**config.mk**
```make
export PLATFORM = sky130hd
export DESIGN_NAME = page_buffer_slot_table_unit
export DESIGN_NICKNAME = d
export VERILOG_FILES = /design/src/pbst_pkg.sv /design/src/pbst_mem.sv /design/src/pbst_scan.sv /design/src/page_buffer_slot_table_unit.sv
export SDC_FILE = /design/constraint.sdc
export NUM_CORES = 2
export LEC_CHECK = 0
export BUFFER_PORTS_ARGS = -buffer_cell sky130_fd_sc_hd__buf_4
export CAP_MARGIN = 20
export CORE_MARGIN = 3
export CORE_UTILIZATION = 62
export DETAILED_ROUTE_END_ITERATION = 8
export PLACE_DENSITY = 0.79
export SYNTH_ARGS = -nofsm -noshare
export SYNTH_HDL_FRONTEND = slang
export SYNTH_HIERARCHICAL = 1
export SYNTH_SLANG_ARGS = --single-unit
```
**constraint.sdc**
```tcl
create_clock -name clk -period 9.95 [get_ports clk]
set_input_delay 0.4975 -clock clk [delete_from_list [all_inputs] [get_ports clk]]
set_output_delay 0.4975 -clock clk [all_outputs]
set_load 0.02 [all_outputs]
```
**src/pbst_pkg.sv**
```systemverilog
// ----------------------------------------------------------------------------
// Page buffer slot table package
// Shared request, result and slot entry types, and the operation and status
// codes used across the slot table.
// ----------------------------------------------------------------------------
`default_nettype none

package pbst_pkg;

  // Operation codes carried by a request
  localparam logic [1:0] OP_REQUEST = 2'd0;
  localparam logic [1:0] OP_RELEASE = 2'd1;
  localparam logic [1:0] OP_CLEAR   = 2'd2;

  // Result status codes
  localparam logic [1:0] ST_OK        = 2'd0;
  localparam logic [1:0] ST_FULL      = 2'd1;
  localparam logic [1:0] ST_NOT_FOUND = 2'd2;

  // Disk kinds that have a read counter of their own
  localparam logic [1:0] KIND_SSD = 2'd0;
  localparam logic [1:0] KIND_HDD = 2'd1;

  // Field widths
  localparam int unsigned PAGE_BYTES_W = 17;
  localparam int unsigned SLOT_W       = 6;
  localparam int unsigned OFFSET_W     = 22;
  localparam int unsigned COUNT_W      = 32;

  localparam logic [PAGE_BYTES_W-1:0] PAGE_BYTES_RESET = 17'd4096;
  localparam logic [COUNT_W-1:0]      COUNT_MAX        = 32'hFFFF_FFFF;

  // One input request
  typedef struct packed {
    logic [1:0]  operation;
    logic [31:0] page_id;
    logic [3:0]  disk_id;
    logic [1:0]  disk_kind;
  } pbst_in_t;

  // One result
  typedef struct packed {
    logic                  hit;
    logic [1:0]            status;
    logic [SLOT_W-1:0]     slot;
    logic [OFFSET_W-1:0]   byte_offset;
    logic [COUNT_W-1:0]    total_reads;
    logic [COUNT_W-1:0]    ssd_reads;
    logic [COUNT_W-1:0]    hdd_reads;
  } pbst_out_t;

  // One stored slot
  typedef struct packed {
    logic        valid;
    logic [31:0] page_id;
    logic [3:0]  disk_id;
  } pbst_entry_t;

endpackage

`default_nettype wire

```
**src/pbst_mem.sv**
```systemverilog
// ----------------------------------------------------------------------------
// Slot store
// Single write port, single registered read port memory holding one entry
// (valid flag, page and disk) per slot.
// ----------------------------------------------------------------------------
`default_nettype none

module pbst_mem #(
  parameter int unsigned DEPTH  = 64,
  parameter int unsigned ADDR_W = 6
) (
  input  wire logic                 clk,
  input  wire logic                 wr_en,
  input  wire logic [ADDR_W-1:0]    wr_addr,
  input  wire pbst_pkg::pbst_entry_t wr_data,
  input  wire logic                 rd_en,
  input  wire logic [ADDR_W-1:0]    rd_addr,
  output pbst_pkg::pbst_entry_t     rd_data
);

  pbst_pkg::pbst_entry_t mem [DEPTH];

  // Write and registered read
  always_ff @(posedge clk) begin
    if (wr_en) begin
      mem[wr_addr] <= wr_data;
    end
    if (rd_en) begin
      rd_data <= mem[rd_addr];
    end
  end

endmodule

`default_nettype wire

```
**src/pbst_scan.sv**
```systemverilog
// ----------------------------------------------------------------------------
// Slot scan unit
// Compares one slot entry a cycle against the request key and keeps the
// lowest matching slot and the lowest free slot seen since the last start.
// ----------------------------------------------------------------------------
`default_nettype none

module pbst_scan #(
  parameter int unsigned IDX_W = 6
) (
  input  wire logic                  clk,
  input  wire logic                  rst,
  input  wire logic                  start,
  input  wire logic                  en,
  input  wire logic [IDX_W-1:0]      idx,
  input  wire pbst_pkg::pbst_entry_t entry,
  input  wire logic [31:0]           key_page,
  input  wire logic [3:0]            key_disk,
  output logic                       match_found,
  output logic [IDX_W-1:0]           match_idx,
  output logic                       free_found,
  output logic [IDX_W-1:0]           free_idx
);

  logic is_match;
  logic is_free;

  // Shared comparator for the entry being scanned
  always_comb begin
    is_match = en && entry.valid && (entry.page_id == key_page) &&
               (entry.disk_id == key_disk);
    is_free  = en && !entry.valid;
  end

  // Keep only the first match and the first free slot
  always_ff @(posedge clk) begin
    if (rst || start) begin
      match_found <= 1'b0;
      free_found  <= 1'b0;
    end else begin
      if (is_match && !match_found) begin
        match_found <= 1'b1;
      end
      if (is_free && !free_found) begin
        free_found <= 1'b1;
      end
    end
  end

  always_ff @(posedge clk) begin
    if (is_match && !match_found) begin
      match_idx <= idx;
    end
    if (is_free && !free_found) begin
      free_idx <= idx;
    end
  end

endmodule

`default_nettype wire

```
**src/page_buffer_slot_table_unit.sv**
```systemverilog
// ----------------------------------------------------------------------------
// Page buffer slot table
// Fully associative table of page slots with first free allocation and
// saturating disk read counters.
// ----------------------------------------------------------------------------
// Usage
// The input channel (in_valid, in_stall, in_req) carries one request: a page
// request, a page release or a clear of all slots. The output channel
// (out_valid, out_stall, out_rsp) returns exactly one result per request.
// The user writes page size through cfg_wr_en and cfg_wr_data only while
// idle; the block itself does not enforce this. A request or release scans
// the slot store one entry a cycle through a single compare unit: the scan
// reads every entry, a last step compares the last entry and an update step
// follows, and then the result is loaded. A clear sweeps the store one
// entry a cycle. The next request is taken only once the result is loaded
// and the block is idle again, so one request at a time passes through the
// single read port of the slot store. After reset a clearing pass over all
// slots runs before the first request is accepted. The result sits in an
// output register: a new request is taken while it waits, and a stalled
// receiver holds the block only when the next result is ready to load.
// ----------------------------------------------------------------------------
`default_nettype none

module page_buffer_slot_table_unit #(
  parameter int unsigned SLOTS = 64
) (
  input  wire logic                                   clk,
  input  wire logic                                   rst,
  input  wire logic                                   in_valid,
  output logic                                        in_stall,
  input  wire pbst_pkg::pbst_in_t                     in_req,
  output logic                                        out_valid,
  input  wire logic                                   out_stall,
  output pbst_pkg::pbst_out_t                         out_rsp,
  input  wire logic                                   cfg_wr_en,
  input  wire logic [pbst_pkg::PAGE_BYTES_W-1:0]      cfg_wr_data
);

  localparam int unsigned IDX_W  = (SLOTS > 1) ? $clog2(SLOTS) : 1;
  localparam int unsigned PROD_W = IDX_W + pbst_pkg::OFFSET_W;
  localparam logic [IDX_W-1:0] LAST_IDX = IDX_W'(SLOTS - 1);

  typedef enum logic [5:0] {
    ST_CLEAR  = 6'b000001,
    ST_IDLE   = 6'b000010,
    ST_SCAN   = 6'b000100,
    ST_LAST   = 6'b001000,
    ST_UPDATE = 6'b010000,
    ST_RESULT = 6'b100000
  } state_t;

  state_t state;
  state_t state_next;

  pbst_pkg::pbst_in_t req;
  logic [pbst_pkg::PAGE_BYTES_W-1:0] page_bytes;
  logic [IDX_W-1:0] clr_cnt;
  logic             clr_op;
  logic [IDX_W-1:0] scan_cnt;
  logic             scan_vld;
  logic [IDX_W-1:0] scan_idx;

  logic [pbst_pkg::COUNT_W-1:0] read_total;
  logic [pbst_pkg::COUNT_W-1:0] read_ssd;
  logic [pbst_pkg::COUNT_W-1:0] read_hdd;

  logic             res_hit;
  logic [1:0]       res_status;
  logic [IDX_W-1:0] res_idx;

  logic                  mem_wr_en;
  logic [IDX_W-1:0]      mem_wr_addr;
  pbst_pkg::pbst_entry_t mem_wr_data;
  logic                  mem_rd_en;
  pbst_pkg::pbst_entry_t mem_rd_data;

  logic             match_found;
  logic [IDX_W-1:0] match_idx;
  logic             free_found;
  logic [IDX_W-1:0] free_idx;

  logic accept;
  logic start;
  logic alloc;
  logic release_hit;
  logic load_out;
  logic [IDX_W+pbst_pkg::SLOT_W-1:0] slot_wide;
  logic [PROD_W-1:0] product;

  function automatic logic [pbst_pkg::COUNT_W-1:0] sat_inc(
    input logic [pbst_pkg::COUNT_W-1:0] v
  );
    logic [pbst_pkg::COUNT_W-1:0] r;
    r = (v == pbst_pkg::COUNT_MAX) ? v : v + 1'b1;
    return r;
  endfunction

  // Slot store and shared compare unit
  pbst_mem #(
    .DEPTH  (SLOTS),
    .ADDR_W (IDX_W)
  ) u_mem (
    .clk     (clk),
    .wr_en   (mem_wr_en),
    .wr_addr (mem_wr_addr),
    .wr_data (mem_wr_data),
    .rd_en   (mem_rd_en),
    .rd_addr (scan_cnt),
    .rd_data (mem_rd_data)
  );

  pbst_scan #(
    .IDX_W (IDX_W)
  ) u_scan (
    .clk         (clk),
    .rst         (rst),
    .start       (start),
    .en          (scan_vld),
    .idx         (scan_idx),
    .entry       (mem_rd_data),
    .key_page    (req.page_id),
    .key_disk    (req.disk_id),
    .match_found (match_found),
    .match_idx   (match_idx),
    .free_found  (free_found),
    .free_idx    (free_idx)
  );

  // Handshake and decision terms
  always_comb begin
    in_stall    = (state != ST_IDLE);
    accept      = in_valid && !in_stall;
    start       = accept;
    mem_rd_en   = (state == ST_SCAN);
    alloc       = (req.operation == pbst_pkg::OP_REQUEST) && !match_found && free_found;
    release_hit = (req.operation == pbst_pkg::OP_RELEASE) && match_found;
    load_out    = (state == ST_RESULT) && (!out_valid || !out_stall);
  end

  // Slot store write port: clearing sweep, allocation or release
  always_comb begin
    mem_wr_en   = 1'b0;
    mem_wr_addr = clr_cnt;
    mem_wr_data = '0;
    if (state == ST_CLEAR) begin
      mem_wr_en = 1'b1;
    end else if (state == ST_UPDATE) begin
      mem_wr_data.page_id = req.page_id;
      mem_wr_data.disk_id = req.disk_id;
      if (alloc) begin
        mem_wr_en         = 1'b1;
        mem_wr_addr       = free_idx;
        mem_wr_data.valid = 1'b1;
      end else if (release_hit) begin
        mem_wr_en   = 1'b1;
        mem_wr_addr = match_idx;
      end
    end
  end

  // Sequencer next state
  always_comb begin
    state_next = state;
    case (state)
      ST_CLEAR: begin
        if (clr_cnt == LAST_IDX) begin
          state_next = clr_op ? ST_RESULT : ST_IDLE;
        end
      end
      ST_IDLE: begin
        if (accept) begin
          if (in_req.operation == pbst_pkg::OP_CLEAR) begin
            state_next = ST_CLEAR;
          end else if (in_req.operation == pbst_pkg::OP_REQUEST ||
                       in_req.operation == pbst_pkg::OP_RELEASE) begin
            state_next = ST_SCAN;
          end else begin
            state_next = ST_RESULT;
          end
        end
      end
      ST_SCAN: begin
        if (scan_cnt == LAST_IDX) begin
          state_next = ST_LAST;
        end
      end
      ST_LAST: begin
        state_next = ST_UPDATE;
      end
      ST_UPDATE: begin
        state_next = ST_RESULT;
      end
      ST_RESULT: begin
        if (load_out) begin
          state_next = ST_IDLE;
        end
      end
      default: begin
        state_next = ST_CLEAR;
      end
    endcase
  end

  // Control registers
  always_ff @(posedge clk) begin
    if (rst) begin
      state      <= ST_CLEAR;
      clr_cnt    <= '0;
      clr_op     <= 1'b0;
      scan_cnt   <= '0;
      scan_vld   <= 1'b0;
      page_bytes <= pbst_pkg::PAGE_BYTES_RESET;
      read_total <= '0;
      read_ssd   <= '0;
      read_hdd   <= '0;
      out_valid  <= 1'b0;
    end else begin
      state    <= state_next;
      scan_vld <= (state == ST_SCAN);
      if (cfg_wr_en) begin
        page_bytes <= cfg_wr_data;
      end
      if (state == ST_CLEAR) begin
        clr_cnt <= clr_cnt + 1'b1;
      end else if (accept) begin
        clr_cnt <= '0;
        clr_op  <= 1'b1;
      end
      if (state == ST_SCAN) begin
        scan_cnt <= scan_cnt + 1'b1;
      end else if (accept) begin
        scan_cnt <= '0;
      end
      if (state == ST_UPDATE && alloc) begin
        read_total <= sat_inc(read_total);
        if (req.disk_kind == pbst_pkg::KIND_SSD) begin
          read_ssd <= sat_inc(read_ssd);
        end else if (req.disk_kind == pbst_pkg::KIND_HDD) begin
          read_hdd <= sat_inc(read_hdd);
        end
      end
      if (load_out) begin
        out_valid <= 1'b1;
      end else if (out_valid && !out_stall) begin
        out_valid <= 1'b0;
      end
    end
  end

  // Request capture and result fields
  always_ff @(posedge clk) begin
    scan_idx <= scan_cnt;
    if (accept) begin
      req        <= in_req;
      res_hit    <= 1'b0;
      res_status <= pbst_pkg::ST_OK;
      res_idx    <= '0;
    end
    if (state == ST_UPDATE) begin
      if (req.operation == pbst_pkg::OP_REQUEST) begin
        if (match_found) begin
          res_hit <= 1'b1;
          res_idx <= match_idx;
        end else if (free_found) begin
          res_idx <= free_idx;
        end else begin
          res_status <= pbst_pkg::ST_FULL;
        end
      end else if (match_found) begin
        res_idx <= match_idx;
      end else begin
        res_status <= pbst_pkg::ST_NOT_FOUND;
      end
    end
  end

  // Byte offset and slot field of the result
  always_comb begin
    slot_wide = {{pbst_pkg::SLOT_W{1'b0}}, res_idx};
    product   = PROD_W'(res_idx) * PROD_W'(page_bytes);
  end

  // Output register
  always_ff @(posedge clk) begin
    if (load_out) begin
      out_rsp.hit         <= res_hit;
      out_rsp.status      <= res_status;
      out_rsp.slot        <= slot_wide[pbst_pkg::SLOT_W-1:0];
      out_rsp.byte_offset <= product[pbst_pkg::OFFSET_W-1:0];
      out_rsp.total_reads <= read_total;
      out_rsp.ssd_reads   <= read_ssd;
      out_rsp.hdd_reads   <= read_hdd;
    end
  end

  // The slot store is only read, never written, while a scan runs.
  a_no_write_in_scan: assert property (@(posedge clk) disable iff (rst)
    (state == ST_SCAN) |-> !mem_wr_en)
    else $error("slot store written during scan");

  // Per-kind counters never run ahead of the total.
  a_kind_le_total: assert property (@(posedge clk) disable iff (rst)
    (read_ssd <= read_total) && (read_hdd <= read_total))
    else $error("kind read counter exceeds total");

  // The total changes only in the update step.
  a_total_on_update: assert property (@(posedge clk) disable iff (rst)
    ($past(!rst) && (read_total != $past(read_total))) |-> $past(state == ST_UPDATE))
    else $error("read total changed outside update");

  // A hit result always reports status ok.
  a_hit_ok: assert property (@(posedge clk) disable iff (rst)
    (out_valid && out_rsp.hit) |-> (out_rsp.status == pbst_pkg::ST_OK))
    else $error("hit reported with error status");

endmodule

`default_nettype wire

```
==> results.toml <==
[run_status]
status = "completed"

[final_layout]
drive_gt1_share_pct = 24.0
multiInputGateArea_um2 = 25400
area_growth_pct = 13.3
fin_cells = 8315
nets = 5975
fillers = 9551
regArea_um2 = 80600
final_area_um2 = 121000

[cts]
cts_root_buf = "clkbuf_16"
htreeDepth = 5
path_clk_slew_ns = 0.06
cts.sinks = 2735
clock_path_buffers = 4
numCtsBuffers = 281
cts_tree = "done"
clk_latency_ns = 0.93
cts_setup_buffers = 0

[routing]
finalWirelength_um = 289000
wire_per_inst_um = 34.8
ant_nets = 0
vias_per_cell = 7.00
drc = 0
drtIter0Drc = 9098
vias = 58200
drt_first_pass_iters = 6

[placed_design]
place_ws_ns = 4.98
hpwl_um = 159000
placed_area_um2 = 112000
dp.cells = 7761
gp_congestion = 0.924
port_buffers = 190

[grt]
grt-ovfl-total = 0
grt_pass1_vias = 57600
grt_start_max_net_pins = 125
antenna_found_initial = 25
grt_pass1_wl_um = 416000
grt.total_usage_pct = 32.7

[critical_path]
r2r-start = "state[5]"
reg2reg_depth = 9
cp-end-kind = "flop"
startpoint_type = "flop"
critPathMaxStageDelay_ns = 0.87
crit_chain = "nor4_2 -> buf_4 -> nand2_1 -> a21oi_1 -> nor2_1 -> a21oi_1 -> nand3_1 -> nor2_4 -> buf_4"
cp.arrival_ns = 5.87
required_ns = 10.52
rrSetupSlack_ns = 4.65
slowest_stage = "nor2_4"
crit_type = "flop to flop"
critPathMaxFanout = 40
worstReg2RegEnd = "u_mem/mem[57][32]"

[floorplanning]
start_util_pct = 62.8
die_area_um2 = 178000
core_um2 = 170000
io_pins = 191
die_x_um = 422
die_y_um = 422
row_count = 151

[run]
max_cap_violations = 0

[logic_synthesis]
yosysTopAreaCellShare_pct = 72.5
synth-main-ff-cell = "edfxtp_1"
netlist_instances = 5389
synth_edf_count = 2584
synthTopCellsByArea = "edfxtp_1 (72%), mux4_2 (12%), dfxtp_1 (2.8%), fa_1 (1.1%), o22ai_1 (0.85%)"
yosys.cell_count.top_type = "edfxtp_1"
syn-cell-area_um2 = 107000
yosysWarnings = 6
synth_top_cell_by_area = "edfxtp_1"
ys_seq_area_share_pct = 75.3
syn_nets = 5546
async_reset_ff_share_pct = 0
avgSynthCellArea_um2 = 19.9
yosysUniqueCellTypes = 82
synth_common_cells = "edfxtp_1 (2584), mux4_2 (566), nor2_1 (239)"
synth-seq-cells = 2735

[sta]
max_slew.worst_pin.slew_ns = 1.18
post-route-period-util_pct = 53.2
hold_violations = 0
finalMaxSlewViolations = 0
slew_headroom_pct = 20.8
period_minus_slack_ns = 5.30
skew_ns = 0.0730
setup_viol = 0
fin_setup_tns_ns = 0
setup_ws_ns = 4.65
grt_setup_unrepaired = "no"
fmax_ghz = 0.189

[min_path]
min_from = "cfg_wr_en"
min_to = "page_bytes[14]"
holdPathStages = 3
hold_class = "input port to flop"

[power_and_ir_drop]
power_uw = 24200
p_leak_uw = 0.0373
power_density_nw_per_um2 = 200
ir_drop_mv = 0.168
[flip-flops by register name, indices dropped and copies added (netlist names), 2 cells and up]
signal	cells
req	40
page_bytes	17
clr_cnt	6
state	6
out_rsp	127
read_hdd	32
u_scan/match_idx	6
read_total	32
scan_idx	6
res_idx	6
u_mem/mem	2368
scan_cnt	6
read_ssd	32
res_status	2
u_mem/rd_data	37
u_scan/free_idx	6
[where the power goes]
group | internal [µW] | switching, µW | total (µW)
logic | 509 | 929 | 1440
clock network | 5790 | 4250 | 10000
registers | 12700 | 69.5 | 12700
[logic make-up after synthesis]
kind of cell    synth area share (%)
fa+ha+maj                       1.53
flops                           75.3
compound gates                  3.16
xor+xnor                        1.02
mux                             12.7
simple gates                    4.65
buf+inv                         1.62
[worst max path at each step]
stage                            from           endpoint  slack [ns]  cells after the start
after CTS                    state[5]  u_mem/mem[57][32]        4.84                      9
after detailed placement     state[5]  u_mem/mem[57][32]        4.98                      9
after global placement    scan_cnt[0]  u_mem/rd_data[33]        4.99                      6
after global routing         state[5]  u_mem/mem[57][18]        4.44                      9
final                        state[5]  u_mem/mem[57][32]        4.65                      9
after floorplan              state[2]         out_rsp[0]        2.30                      3
[per-stage QoR]
| stage | util [%] | hold slack, ns |
|---|---|---|
| floorplan | - | 0.375 |
| global placement | 65.6 | 0.406 |
| detailed placement | 65.7 | 0.420 |
| CTS | 71.0 | 0.0558 |
| global route | 71.1 | 0.0976 |
| finish | 71.1 | 0.115 |
[layout by cell type (no fill, tap or decap), types with 54 or more instances in the layout]
master	n
buf_4	335
dlygate4sd3_1	59
edfxtp_1	2584
and2_1	98
nor2_1	176
clkbuf_16	289
nand3_1	86
nand4_1	59
inv_1	96
o22ai_1	145
nor2_4	64
nor3_1	58
a21oi_1	54
mux2i_1	83
fa_1	60
nor2b_1	54
dfxtp_1	145
a22oi_1	70
xor2_1	75
nand2_1	109
clkbuf_1	63
mux4_2	566
[cell type report]
| type | count | area share [%] |
|---|---|---|
| well taps | 2295 | 2.37 |
| flip-flops and latches | 2735 | 66.5 |
| diodes | 11 | 0.0227 |
| inverters | 99 | 0.308 |
| clock inverters | 119 | 0.862 |
| multi-input cells | 2286 | 20.9 |
| clock buffers | 355 | 6.19 |
| repair buffers | 415 | 2.81 |
[per-layer routing]
layer,global-route usage [%],share of wire [%]
met5,0.349,0.14
met4,16.7,6.2
met3,10.7,14
met2,49.3,46
met1,43.4,33
[critical path: cells and delay by family (launching register included)]
kind,cells,cell delay (ns)
DFF,1,0.38
buffers and inverters,2,0.87
AOI/OAI and AO/OA,2,1.26
and+or+nand+nor,5,2.44
[timing repair]
action,4_1_cts,5_1_grt
gates resized for setup,0,0
hold buffers,59,0
endpoints found under the hold margin,60,0
Power figures use the tool's default switching activity.
